===== src/hw/rtl/drda_hcc_pkg.sv =====
// shared types and constants for the drda header chain checker
`default_nettype none

package drda_hcc_pkg;

    localparam int unsigned HdrBytes  = 10;
    localparam int unsigned WinBytes  = HdrBytes - 1;
    localparam logic [7:0]  HdrMagic  = 8'hD0;
    localparam logic [16:0] LenOffset = 17'd6;
    localparam logic [15:0] PosMax    = 16'hFFFF;

    typedef struct packed {
        logic [7:0]  payload_byte;
        logic [15:0] payload_length;
        logic        is_tcp;
        logic        last;
    } t_in_item;

    typedef struct packed {
        logic        ok;
        logic [15:0] len;
    } t_hdr_status;

endpackage

`default_nettype wire


===== src/hw/rtl/drda_hcc_if.sv =====
// valid/ready channel interfaces for the payload input and the verdict output
`default_nettype none

interface drda_hcc_in_if;
    logic        valid;
    logic        ready;
    logic [7:0]  payload_byte;
    logic [15:0] payload_length;
    logic        is_tcp;
    logic        last;

    modport source (output valid, output payload_byte, output payload_length,
                    output is_tcp, output last, input ready);
    modport sink   (input valid, input payload_byte, input payload_length,
                    input is_tcp, input last, output ready);
endinterface

interface drda_hcc_out_if;
    logic valid;
    logic ready;
    logic verdict;

    modport source (output valid, output verdict, input ready);
    modport sink   (input valid, input verdict, output ready);
endinterface

`default_nettype wire


===== src/hw/rtl/drda_hcc_window.sv =====
// byte window shift register and header field decode
`default_nettype none

module drda_hcc_window
    import drda_hcc_pkg::*;
(
    input  wire logic        i_clk,
    input  wire logic        i_shift,
    input  wire logic [7:0]  i_byte,
    output t_hdr_status      o_hdr
);

    // r_win[WinBytes-1] is the newest byte
    logic [7:0]  r_win [WinBytes];
    logic [15:0] len;
    logic [15:0] len2;

    always_ff @(posedge i_clk) begin
        if (i_shift) begin
            for (int i = 0; i < int'(WinBytes) - 1; i++) begin
                r_win[i] <= r_win[i+1];
            end
            r_win[WinBytes-1] <= i_byte;
        end
    end

    // header as seen once the incoming byte lands at its tenth place
    assign len  = {r_win[0], r_win[1]};
    assign len2 = {r_win[6], r_win[7]};

    assign o_hdr = '{ok:  (r_win[2] == HdrMagic) &&
                          ({1'b0, len} == ({1'b0, len2} + LenOffset)),
                     len: len};

endmodule

`default_nettype wire


===== src/hw/rtl/drda_hcc_chain.sv =====
// chain tracking state, verdict logic and result register
`default_nettype none

module drda_hcc_chain
    import drda_hcc_pkg::*;
(
    input  wire logic        i_clk,
    input  wire logic        i_rst_n,
    input  wire logic        i_valid,
    input  wire t_in_item    i_item,
    input  wire t_hdr_status i_hdr,
    input  wire logic        i_out_ready,
    output logic             o_go,
    output logic             o_out_valid,
    output logic             o_verdict
);

    logic [15:0] r_pos;
    logic [17:0] r_nhs;
    logic [15:0] r_ffl;
    logic        r_failed;
    logic        r_tcp;
    logic        r_out_valid;
    logic        r_verdict;

    logic [15:0] n_pos;
    logic [17:0] n_nhs;
    logic [15:0] n_ffl;
    logic        n_failed;
    logic        n_tcp;
    logic        n_verdict;

    logic [18:0] nhs_p9;
    logic [18:0] nhs_p10;
    logic        at_first;
    logic        at_next;

    // non-last items never touch the result register
    assign o_go = i_valid && (!i_item.last || !r_out_valid || i_out_ready);

    assign nhs_p9   = {1'b0, r_nhs} + 19'(HdrBytes - 1);
    assign nhs_p10  = {1'b0, r_nhs} + 19'(HdrBytes);
    assign at_first = (r_pos == 16'(HdrBytes - 1));
    assign at_next  = (r_pos > 16'(HdrBytes - 1)) && ({3'b0, r_pos} == nhs_p9) &&
                      (nhs_p10 < {3'b0, i_item.payload_length});

    always_comb begin
        n_tcp    = (r_pos == 16'd0) ? i_item.is_tcp : r_tcp;
        n_failed = r_failed;
        n_ffl    = r_ffl;
        n_nhs    = r_nhs;
        if (!r_failed) begin
            if (at_first) begin
                if (!i_hdr.ok) begin
                    n_failed = 1'b1;
                end else begin
                    n_ffl = i_hdr.len;
                    n_nhs = {2'b0, i_hdr.len};
                end
            end else if (at_next) begin
                if (!i_hdr.ok) begin
                    n_failed = 1'b1;
                end else begin
                    n_nhs = r_nhs + {2'b0, i_hdr.len};
                end
            end
        end
        n_pos = (r_pos != PosMax) ? r_pos + 16'd1 : r_pos;
        n_verdict = n_tcp && (i_item.payload_length >= 16'(HdrBytes)) && !n_failed &&
                    (({1'b0, r_pos} + 17'd1) == {1'b0, i_item.payload_length}) &&
                    ((i_item.payload_length <= n_ffl) ||
                     (n_nhs == {2'b0, i_item.payload_length}));
    end

    always_ff @(posedge i_clk) begin
        if (!i_rst_n) begin
            r_pos       <= '0;
            r_nhs       <= '0;
            r_ffl       <= '0;
            r_failed    <= 1'b0;
            r_tcp       <= 1'b0;
            r_out_valid <= 1'b0;
        end else begin
            if (o_go) begin
                if (i_item.last) begin
                    r_pos    <= '0;
                    r_nhs    <= '0;
                    r_ffl    <= '0;
                    r_failed <= 1'b0;
                    r_tcp    <= 1'b0;
                end else begin
                    r_pos    <= n_pos;
                    r_nhs    <= n_nhs;
                    r_ffl    <= n_ffl;
                    r_failed <= n_failed;
                    r_tcp    <= n_tcp;
                end
            end
            if (o_go && i_item.last) begin
                r_out_valid <= 1'b1;
            end else if (i_out_ready) begin
                r_out_valid <= 1'b0;
            end
        end
    end

    always_ff @(posedge i_clk) begin
        if (o_go && i_item.last) begin
            r_verdict <= n_verdict;
        end
    end

    assign o_out_valid = r_out_valid;
    assign o_verdict   = r_verdict;

    // per-packet state is clean after the closing transfer
    a_clear_after_last: assert property (@(posedge i_clk) disable iff (!i_rst_n)
        o_go && i_item.last |=> r_pos == 16'd0 && !r_failed && r_nhs == 18'd0)
        else $error("packet state not cleared after last item");

    // a result only appears because a last item was processed
    a_result_from_last: assert property (@(posedge i_clk) disable iff (!i_rst_n)
        $rose(r_out_valid) |-> $past(o_go && i_item.last))
        else $error("result raised without a last item");

    // a pending result is never overwritten
    a_no_overwrite: assert property (@(posedge i_clk) disable iff (!i_rst_n)
        r_out_valid && !i_out_ready |-> !(o_go && i_item.last))
        else $error("pending result overwritten");

    // position counter saturates
    a_pos_saturates: assert property (@(posedge i_clk) disable iff (!i_rst_n)
        o_go && !i_item.last && r_pos == PosMax |=> r_pos == PosMax)
        else $error("position counter wrapped");

    // a bad first header marks the chain as failed
    a_first_fail: assert property (@(posedge i_clk) disable iff (!i_rst_n)
        o_go && !i_item.last && at_first && !i_hdr.ok |=> r_failed)
        else $error("failed first header not recorded");

endmodule

`default_nettype wire


===== src/hw/rtl/drda_header_chain_check.sv =====
// a last byte passes the input register, then its verdict is held in the verdict register
// throughput: one payload byte per cycle while input ready is high, one verdict per packet on its last byte
// the input register and the verdict register are the two stages; input ready
// drops only when a last byte waits behind an untaken verdict
// reset: synchronous active-low clears the stage valids and the chain state
// top level of the drda header chain checker
`default_nettype none

module drda_header_chain_check
    import drda_hcc_pkg::*;
(
    input  wire logic           i_clk,
    input  wire logic           i_rst_n,
    drda_hcc_in_if.sink         i_in,
    drda_hcc_out_if.source      o_out
);

    logic        r_s1_valid;
    t_in_item    r_s1_item;
    logic        s1_go;
    logic        in_ready;
    t_hdr_status hdr;

    assign in_ready   = !r_s1_valid || s1_go;
    assign i_in.ready = in_ready;

    always_ff @(posedge i_clk) begin
        if (!i_rst_n) begin
            r_s1_valid <= 1'b0;
        end else if (in_ready) begin
            r_s1_valid <= i_in.valid;
        end
    end

    always_ff @(posedge i_clk) begin
        if (in_ready && i_in.valid) begin
            r_s1_item.payload_byte   <= i_in.payload_byte;
            r_s1_item.payload_length <= i_in.payload_length;
            r_s1_item.is_tcp         <= i_in.is_tcp;
            r_s1_item.last           <= i_in.last;
        end
    end

    drda_hcc_window u_window (
        .i_clk   (i_clk),
        .i_shift (s1_go),
        .i_byte  (r_s1_item.payload_byte),
        .o_hdr   (hdr)
    );

    drda_hcc_chain u_chain (
        .i_clk       (i_clk),
        .i_rst_n     (i_rst_n),
        .i_valid     (r_s1_valid),
        .i_item      (r_s1_item),
        .i_hdr       (hdr),
        .i_out_ready (o_out.ready),
        .o_go        (s1_go),
        .o_out_valid (o_out.valid),
        .o_verdict   (o_out.verdict)
    );

endmodule

`default_nettype wire

===== src/flat_wrapper.sv =====
// flat-port wrapper written by rule: the top's interface ports become plain ports
module drda_header_chain_check_flat import drda_hcc_pkg::*;
  (i_clk, i_rst_n, i_in_valid, i_in_payload_byte, i_in_payload_length, i_in_is_tcp, i_in_last, i_in_ready, o_out_valid, o_out_verdict, o_out_ready);
  drda_hcc_in_if i_in_i ();
  drda_hcc_out_if o_out_i ();
  input  wire logic i_clk;
  input  wire logic i_rst_n;
  input wire logic [$bits(i_in_i.valid)-1:0] i_in_valid;
  input wire logic [$bits(i_in_i.payload_byte)-1:0] i_in_payload_byte;
  input wire logic [$bits(i_in_i.payload_length)-1:0] i_in_payload_length;
  input wire logic [$bits(i_in_i.is_tcp)-1:0] i_in_is_tcp;
  input wire logic [$bits(i_in_i.last)-1:0] i_in_last;
  output wire logic [$bits(i_in_i.ready)-1:0] i_in_ready;
  output wire logic [$bits(o_out_i.valid)-1:0] o_out_valid;
  output wire logic [$bits(o_out_i.verdict)-1:0] o_out_verdict;
  input wire logic [$bits(o_out_i.ready)-1:0] o_out_ready;
  assign i_in_i.valid = i_in_valid;
  assign i_in_i.payload_byte = i_in_payload_byte;
  assign i_in_i.payload_length = i_in_payload_length;
  assign i_in_i.is_tcp = i_in_is_tcp;
  assign i_in_i.last = i_in_last;
  assign i_in_ready = i_in_i.ready;
  assign o_out_valid = o_out_i.valid;
  assign o_out_verdict = o_out_i.verdict;
  assign o_out_i.ready = o_out_ready;
  drda_header_chain_check u_core (.i_clk(i_clk), .i_rst_n(i_rst_n), .i_in(i_in_i), .o_out(o_out_i));
endmodule

===== config.mk =====
export PLATFORM = sky130hd
export DESIGN_NAME = drda_header_chain_check_flat
export DESIGN_NICKNAME = d
export VERILOG_FILES = /design/src/hw/rtl/drda_hcc_pkg.sv /design/src/hw/rtl/drda_hcc_if.sv /design/src/hw/rtl/drda_hcc_window.sv /design/src/hw/rtl/drda_hcc_chain.sv /design/src/hw/rtl/drda_header_chain_check.sv /design/src/flat_wrapper.sv
export SDC_FILE = /design/constraint.sdc
export NUM_CORES = 1
export LEC_CHECK = 0
export BUFFER_PORTS_ARGS = -buffer_cell sky130_fd_sc_hd__buf_2
export CAP_MARGIN = 20
export CORE_MARGIN = 2
export CORE_UTILIZATION = 55
export CTS_BUF_LIST = sky130_fd_sc_hd__clkbuf_4 sky130_fd_sc_hd__clkbuf_8 sky130_fd_sc_hd__clkbuf_16
export CTS_CLUSTER_SIZE = 28
export DETAILED_ROUTE_END_ITERATION = 6
export PLACE_DENSITY = 0.82
export SYNTH_ARGS = -nofsm -noshare
export SYNTH_HDL_FRONTEND = slang
export SYNTH_SLANG_ARGS = --single-unit

===== constraint.sdc =====
create_clock -name i_clk -period 11.4 [get_ports i_clk]
set_clock_uncertainty 0.05 [all_clocks]
set_input_delay 1.71 -clock i_clk [delete_from_list [all_inputs] [get_ports i_clk]]
set_output_delay 1.71 -clock i_clk [all_outputs]
set_load 0.03 [all_outputs]

==> impl_metrics.json, run 1 <==
{
  "setup_tns_ps": 0,
  "cap_violations": 0,
  "async_reset_ff_share_pct": 0,
  "synth-edff-count": 99,
  "max-slew-margin-rel_pct": 24.4,
  "syn2layout_area_growth_pct": 8.90,
  "use_met3_pct": 8.02,
  "grtUsageMet2_pct": 45.7,
  "diodes": 0,
  "hpwl_mm": 19.1,
  "port-buffer-count": 32,
  "p_per_area_nw_per_um2": 122,
  "max-clock-path-buffers": 2,
  "die_x_um": 137,
  "rows": 48,
  "dieArea_um2": 18800,
  "reg2reg_depth": 17,
  "ys_types": 83,
  "hold_viol_final": 0,
  "pre_cts_slack_ps": 5900,
  "required_ps": 11650,
  "avgRoutedWirePerCell_um": 22.0,
  "first_global_vias": 7622,
  "drt_iter0_markers": 1106,
  "hold_end": "u_core.u_window.r_win[2][2]",
  "hold_class": "reg -> reg",
  "die_y_um": 137,
  "synthFlopType": "edfxtp_1",
  "tritoncts": "yes",
  "clock_latency_ps": 440,
  "core_um2": 17300,
  "via_per_inst": 6.57,
  "final_common_cell": "edfxtp_1",
  "num-fill-cells": 1403,
  "grt-busiest-layer": "met2",
  "critPathSlowestCell": "dfxtp_1",
  "critPathKind": "reg -> reg",
  "setup_violations": 0,
  "ys_warn_count": 0,
  "setup_ws_ps": 5720,
  "rsz0062_at_grt": "false",
  "start_util_pct": 56.4,
  "gp_congestion": 1.04,
  "use_met1_pct": 41.2,
  "leakage_nw": 3.89,
  "synth_fp_nets": 1109,
  "placed_area_um2": 10000,
  "hold_buffers": 0,
  "clkTransAtPathRegs_ps": 70,
  "drt_first_pass_iters": 7,
  "power.total_mw": 1.29,
  "slowest_delay_ps": 580,
  "cts_htree_levels": 4,
  "cts.sinks": 153,
  "grt_overflow": 0,
  "cp-end-kind": "flip-flop",
  "slew_viol_final": 0,
  "period_minus_slack_ps": 5680,
  "post_cts_resized": 0,
  "syn_inst": 1024,
  "path_max_fanout": 15,
  "wl_mm": 27.8,
  "peakVddDrop_mv": 0.111,
  "vias": 8304,
  "min_path_cells": 0,
  "startpoint_type": "flip-flop",
  "drc": 0,
  "grt_pass1_wl_mm": 42.6,
  "fin_area_um2": 10600,
  "cts-root-buf": "clkbuf_16",
  "boundaryPins": 33,
  "max_freq_mhz": 176,
  "hold_start": "u_core.u_window.r_win[3][2]",
  "final_util_pct": 61.4,
  "reg2reg_from": "u_core.u_chain.r_nhs[1]",
  "reg2reg_slack_ps": 5720,
  "synth-seq-cells": 153,
  "layout_common_cells": "edfxtp_1 (99), nand2_1 (86), o21ai_0 (73), xnor2_1 (63), a21oi_1 (57)",
  "worstPathCellList": "ha_1 > o211ai_1 > or2_0 > nor4_1 > xor2_1 > ha_1 > nor2_1 > nand4_1 > or4_1 > nor4_4 > nand3_1 > mux2i_1 > o2111ai_1 > a2111oi_2 > o2111ai_1 > nor4b_2 > a41o_1",
  "fin_crit_sh_pct": 49.8,
  "critPathArrivalTime_ps": 5930,
  "final_nets": 1110,
  "tightest_slew_ps": 1120,
  "syn_area_um2": 9760,
  "cts_setup_buffers": 0,
  "cts_made_buffers": 17,
  "grt_antenna_before_repair": 0,
  "outcome": "finished clean",
  "track_usage_pct": 30.5,
  "ys_seq_area_share_pct": 41.5,
  "r2r_end": "u_core.u_chain.o_verdict",
  "avgSynthCellArea_um2": 9.53,
  "layout-drive-gt1-share_pct": 9.25,
  "grt_max_degree": 80,
  "antenna_left": 0
}
[sequential cells by signal, summed over array words and instances (netlist names)]
signal	flops
u_core.u_window.r_win	72
u_core.r_s1_item	26
u_core.u_chain.r_nhs	18
u_core.u_chain.r_ffl	16
u_core.u_chain.r_pos	16
u_core.r_s1_valid	1
u_core.u_chain.o_out_valid	1
u_core.u_chain.o_verdict	1
u_core.u_chain.r_failed	1
u_core.u_chain.r_tcp	1
[cell families after synthesis]
family | count (synthesis) | share of synthesized area, %
compound gates | 259 | 17.3
xor+xnor | 95 | 8.60
fa+ha+maj | 55 | 7.13
buf+inv | 94 | 3.95
flops | 153 | 41.5
mux | 18 | 1.86
simple gates | 350 | 19.6
[where the power goes]
group,switching (mW),total [mW],internal [mW],leakage (nW)
logic,0.0502,0.0829,0.0327,2.21
registers,0.0247,0.634,0.609,1.37
clock network,0.257,0.575,0.317,0.299
[worst max-delay path, delay by kind of cell, from the launching register on]
kind,cells,cell delay (ps)
compound gates,5,1020
mux,1,420
simple gates,8,2760
xor+xnor,1,120
flops,1,580
fa+ha+maj,2,590
[per-stage QoR]
| step | hold WS [ps] | instances |
|---|---|---|
| after detailed placement | 355 | 1230 |
| after CTS | 366 | 1262 |
| final | 367 | 1263 |
| after floorplan | 350 | 1024 |
| after global placement | 350 | 1230 |
| after global routing | 374 | 1263 |
[cells in the mapped netlist (all sizes together) (8+ instances only)]
cell | number | area (µm²)
xnor2 | 64 | 568
a21boi | 14 | 105
and3 | 11 | 68.8
nor3 | 24 | 120
nor4 | 20 | 140
o21a | 8 | 60.1
o21ai | 74 | 370
a21o | 22 | 165
dfxtp | 54 | 1080
a21oi | 58 | 294
inv | 36 | 135
nand2b | 8 | 50.1
nand2 | 86 | 323
mux2i | 17 | 170
edfxtp | 99 | 2970
nand4 | 27 | 184
buf | 18 | 100
nand3 | 34 | 175
nor2b | 21 | 131
and2 | 31 | 194
or3 | 11 | 73.8
o22ai | 10 | 68.8
clkbuf | 39 | 146
xor2 | 31 | 272
nor2 | 46 | 180
ha | 54 | 676
[layer usage]
layer,share of wire [%],up-vias
li1,-,3788
met1,40,3864
met2,44,540
met3,12,112
met4,4.4,0
met5,0,-
[worst max path at each step]
stage	start	to	slack, ps	cells past startpoint
floorplan	o_out_ready	u_core.u_chain.r_pos[14]	6280	9
global placement	u_core.u_chain.r_nhs[4]	u_core.u_chain.o_verdict	5980	17
detailed placement	u_core.u_chain.r_nhs[4]	u_core.u_chain.o_verdict	5900	17
CTS	u_core.u_chain.r_nhs[1]	u_core.u_chain.o_verdict	5850	18
global route	u_core.u_chain.r_nhs[4]	u_core.u_chain.o_verdict	5340	17
finish	u_core.u_chain.r_nhs[1]	u_core.u_chain.o_verdict	5720	17
[final cells by class]
class                   instances  area (µm²)  share of cell area, %
well taps                     225         282                   2.65
multi-input cells             777        5330                   50.2
flip-flops and latches        153        4050                   38.2
inverters                      37         139                   1.31
clock inverters                14         176                   1.66
repair buffers                 39         213                   2.00
clock buffers                  18         433                   4.07
Note: power is estimated with default switching activity, not from simulation.
==> inputs of run 2 (changes only) <==
- clock period: 11.4 -> 5.4 ns (I/O delays scaled with it)
==> impl_metrics.json, run 2 (synthesis results as in run 1) <==
{
  "outcome": "finished clean",
  "gp_congestion": 0.999,
  "p_int_mw": 2.05,
  "grt_pass1_wl_mm": 43.6,
  "hold_class": "reg -> reg",
  "r2r_end": "u_core.u_chain.o_verdict",
  "clkTransAtPathRegs_ps": 60,
  "path_common_cell": "o21a_1",
  "die_x_um": 137,
  "layout_common_cells": "edfxtp_1 (99), nand2_1 (85), o21ai_0 (73), xnor2_1 (62), a21oi_1 (55)",
  "final_common_cell": "edfxtp_1",
  "max-clock-path-buffers": 2,
  "fin_area_um2": 11000,
  "cts_made_buffers": 17,
  "combPwrFrac_pct": 6.7,
  "layout-drive-gt1-share_pct": 13.5,
  "start_util_pct": 56.4,
  "max_flop_register": "u_core.u_window.r_win",
  "die_y_um": 137,
  "cts_htree_levels": 4,
  "reg2reg_depth": 24,
  "avgRoutedWirePerCell_um": 21.6,
  "reg_top3": "u_core.u_window.r_win (72), u_core.r_s1_item (26), u_core.u_chain.r_nhs (18)",
  "cp-end-kind": "flip-flop",
  "clock_latency_ps": 430,
  "cts.sinks": 153,
  "grt_antenna_before_repair": 0,
  "cts-root-buf": "clkbuf_16",
  "finalNonFillerCells": 1306,
  "peakVddDrop_mv": 0.253,
  "critPathSlowestCell": "or4b_4",
  "grt_max_degree": 80,
  "port-buffer-count": 32,
  "required_ps": 5650,
  "reg2reg_slack_ps": 320,
  "max-slew-margin-rel_pct": 31.7,
  "cap_violations": 0,
  "setup_tns_ps": 0,
  "clkPwrFrac_pct": 44.2,
  "fin_crit_sh_pct": 94.1,
  "vias": 8440,
  "setup_violations": 0,
  "track_usage_pct": 31.0,
  "drt_first_pass_iters": 6,
  "p_seq_share_pct": 49.1,
  "netSwitchingPower_uw": 665,
  "hpwl_mm": 19.8,
  "startpoint": "u_core.u_window.r_win[7][1]",
  "max_freq_mhz": 197,
  "period_minus_slack_ps": 5080,
  "grt_overflow": 0,
  "drt_iter0_markers": 1247,
  "tritoncts": "yes",
  "tightest_slew_ps": 1020,
  "diodes": 0,
  "switching_share_pct": 24.5,
  "post-place-cells": 1262,
  "wl_mm": 28.2,
  "critPathArrivalTime_ps": 5330,
  "rows": 48,
  "worstPathCellList": "inv_1 > ha_1 > nand2b_1 > nor2_2 > o2111ai_1 > a22oi_2 > or4b_4 > nor3_2 > nand2_1 > a21boi_2 > ha_1 > nor2b_1 > o21a_1 > o21a_1 > o21a_1 > o21a_1 > o21ai_0 > nand2b_1 > a21oi_1 > o21ai_0 > a21o_1 > a21o_1 > a221oi_1 > a41o_1",
  "startpoint_type": "flip-flop",
  "final_nets": 1154,
  "path_max_fanout": 9,
  "leakage_nw": 4.11,
  "first_global_vias": 7808,
  "slew_viol_final": 0,
  "reg2reg_from": "u_core.u_window.r_win[7][1]",
  "critPathKind": "reg -> reg",
  "placed_area_um2": 10200,
  "antenna_left": 0,
  "final_util_pct": 63.4,
  "boundaryPins": 33,
  "crit_end": "u_core.u_chain.o_verdict",
  "hold_viol_final": 0,
  "largest_reg_flops": 72,
  "syn2layout_area_growth_pct": 12.4,
  "dieArea_um2": 18800,
  "power.total_mw": 2.71,
  "drc": 0,
  "via_per_inst": 6.46,
  "slowest_delay_ps": 570,
  "core_um2": 17300,
  "p_per_area_nw_per_um2": 247
}
## run 2: critical path: cells and delay by family (launching register included)
family          cells  cell delay, ps
compound gates     14            2360
simple gates        7            1510
fa+ha+maj           2             540
flops               1             390
buf+inv             1              70
## run 2: worst min path at each step
| stage | endpoint | startpoint | depth (start not counted) | slack [ps] |
|---|---|---|---|---|
| 2_1_floorplan | u_core.u_window.r_win[2][0] | u_core.u_window.r_win[3][0] | 0 | 350 |
| 3_3_place_gp | u_core.u_window.r_win[7][5] | u_core.u_window.r_win[8][5] | 0 | 350 |
| 3_5_place_dp | u_core.u_window.r_win[2][4] | u_core.u_window.r_win[3][4] | 0 | 350 |
| 4_1_cts | u_core.u_window.r_win[2][4] | u_core.u_window.r_win[3][4] | 0 | 370 |
| 5_1_grt | u_core.u_window.r_win[2][7] | u_core.u_window.r_win[3][7] | 0 | 370 |
| 6_report | u_core.u_window.r_win[3][0] | u_core.u_window.r_win[4][0] | 0 | 370 |
## run 2: power groups by stage
| stage | Clock, mW | Combinational [mW] | Sequential (mW) |
|---|---|---|---|
| 5_1_grt | 1.25 | 0.201 | 1.33 |
| 2_1_floorplan | 0 | 0.125 | 1.33 |
| 6_report | 1.20 | 0.183 | 1.33 |
| 3_5_place_dp | 0 | 0.174 | 1.35 |
| 3_3_place_gp | 0 | 0.170 | 1.35 |
| 4_1_cts | 1.21 | 0.176 | 1.33 |
## run 2: timing repair
item,4_1_cts,5_1_grt
buffers inserted,0,12
hold buffers,0,0
gates resized for setup,0,10
setup endpoints to repair,0,1
## run 2: per-layer routing
layer / track usage, % / up-vias / part of all wire [%]
met2: 46.8 / 551 / 45
met1: 42.8 / 3929 / 40
met5: 0 / - / 0
met4: 12.3 / 0 / 3.3
li1: - / 3871 / -
met3: 7.98 / 89 / 12
## run 2: stage by stage
| stage | hold slack [ps] | setup WS (ps) |
|---|---|---|
| detailed placement | 355 | 230 |
| CTS | 370 | 173 |
| floorplan | 350 | 542 |
| global placement | 351 | 347 |
| global route | 374 | -23.1 |
| finish | 367 | 319 |
## run 2: area by class of cell
cell class              count  area, µm²
inverters                  37        139
flip-flops and latches    153       4050
well taps                 225        282
clock buffers              17        425
fillers                  1322       6330
repair buffers             83        547
clock inverters            14        160
multi-input cells         777       5360
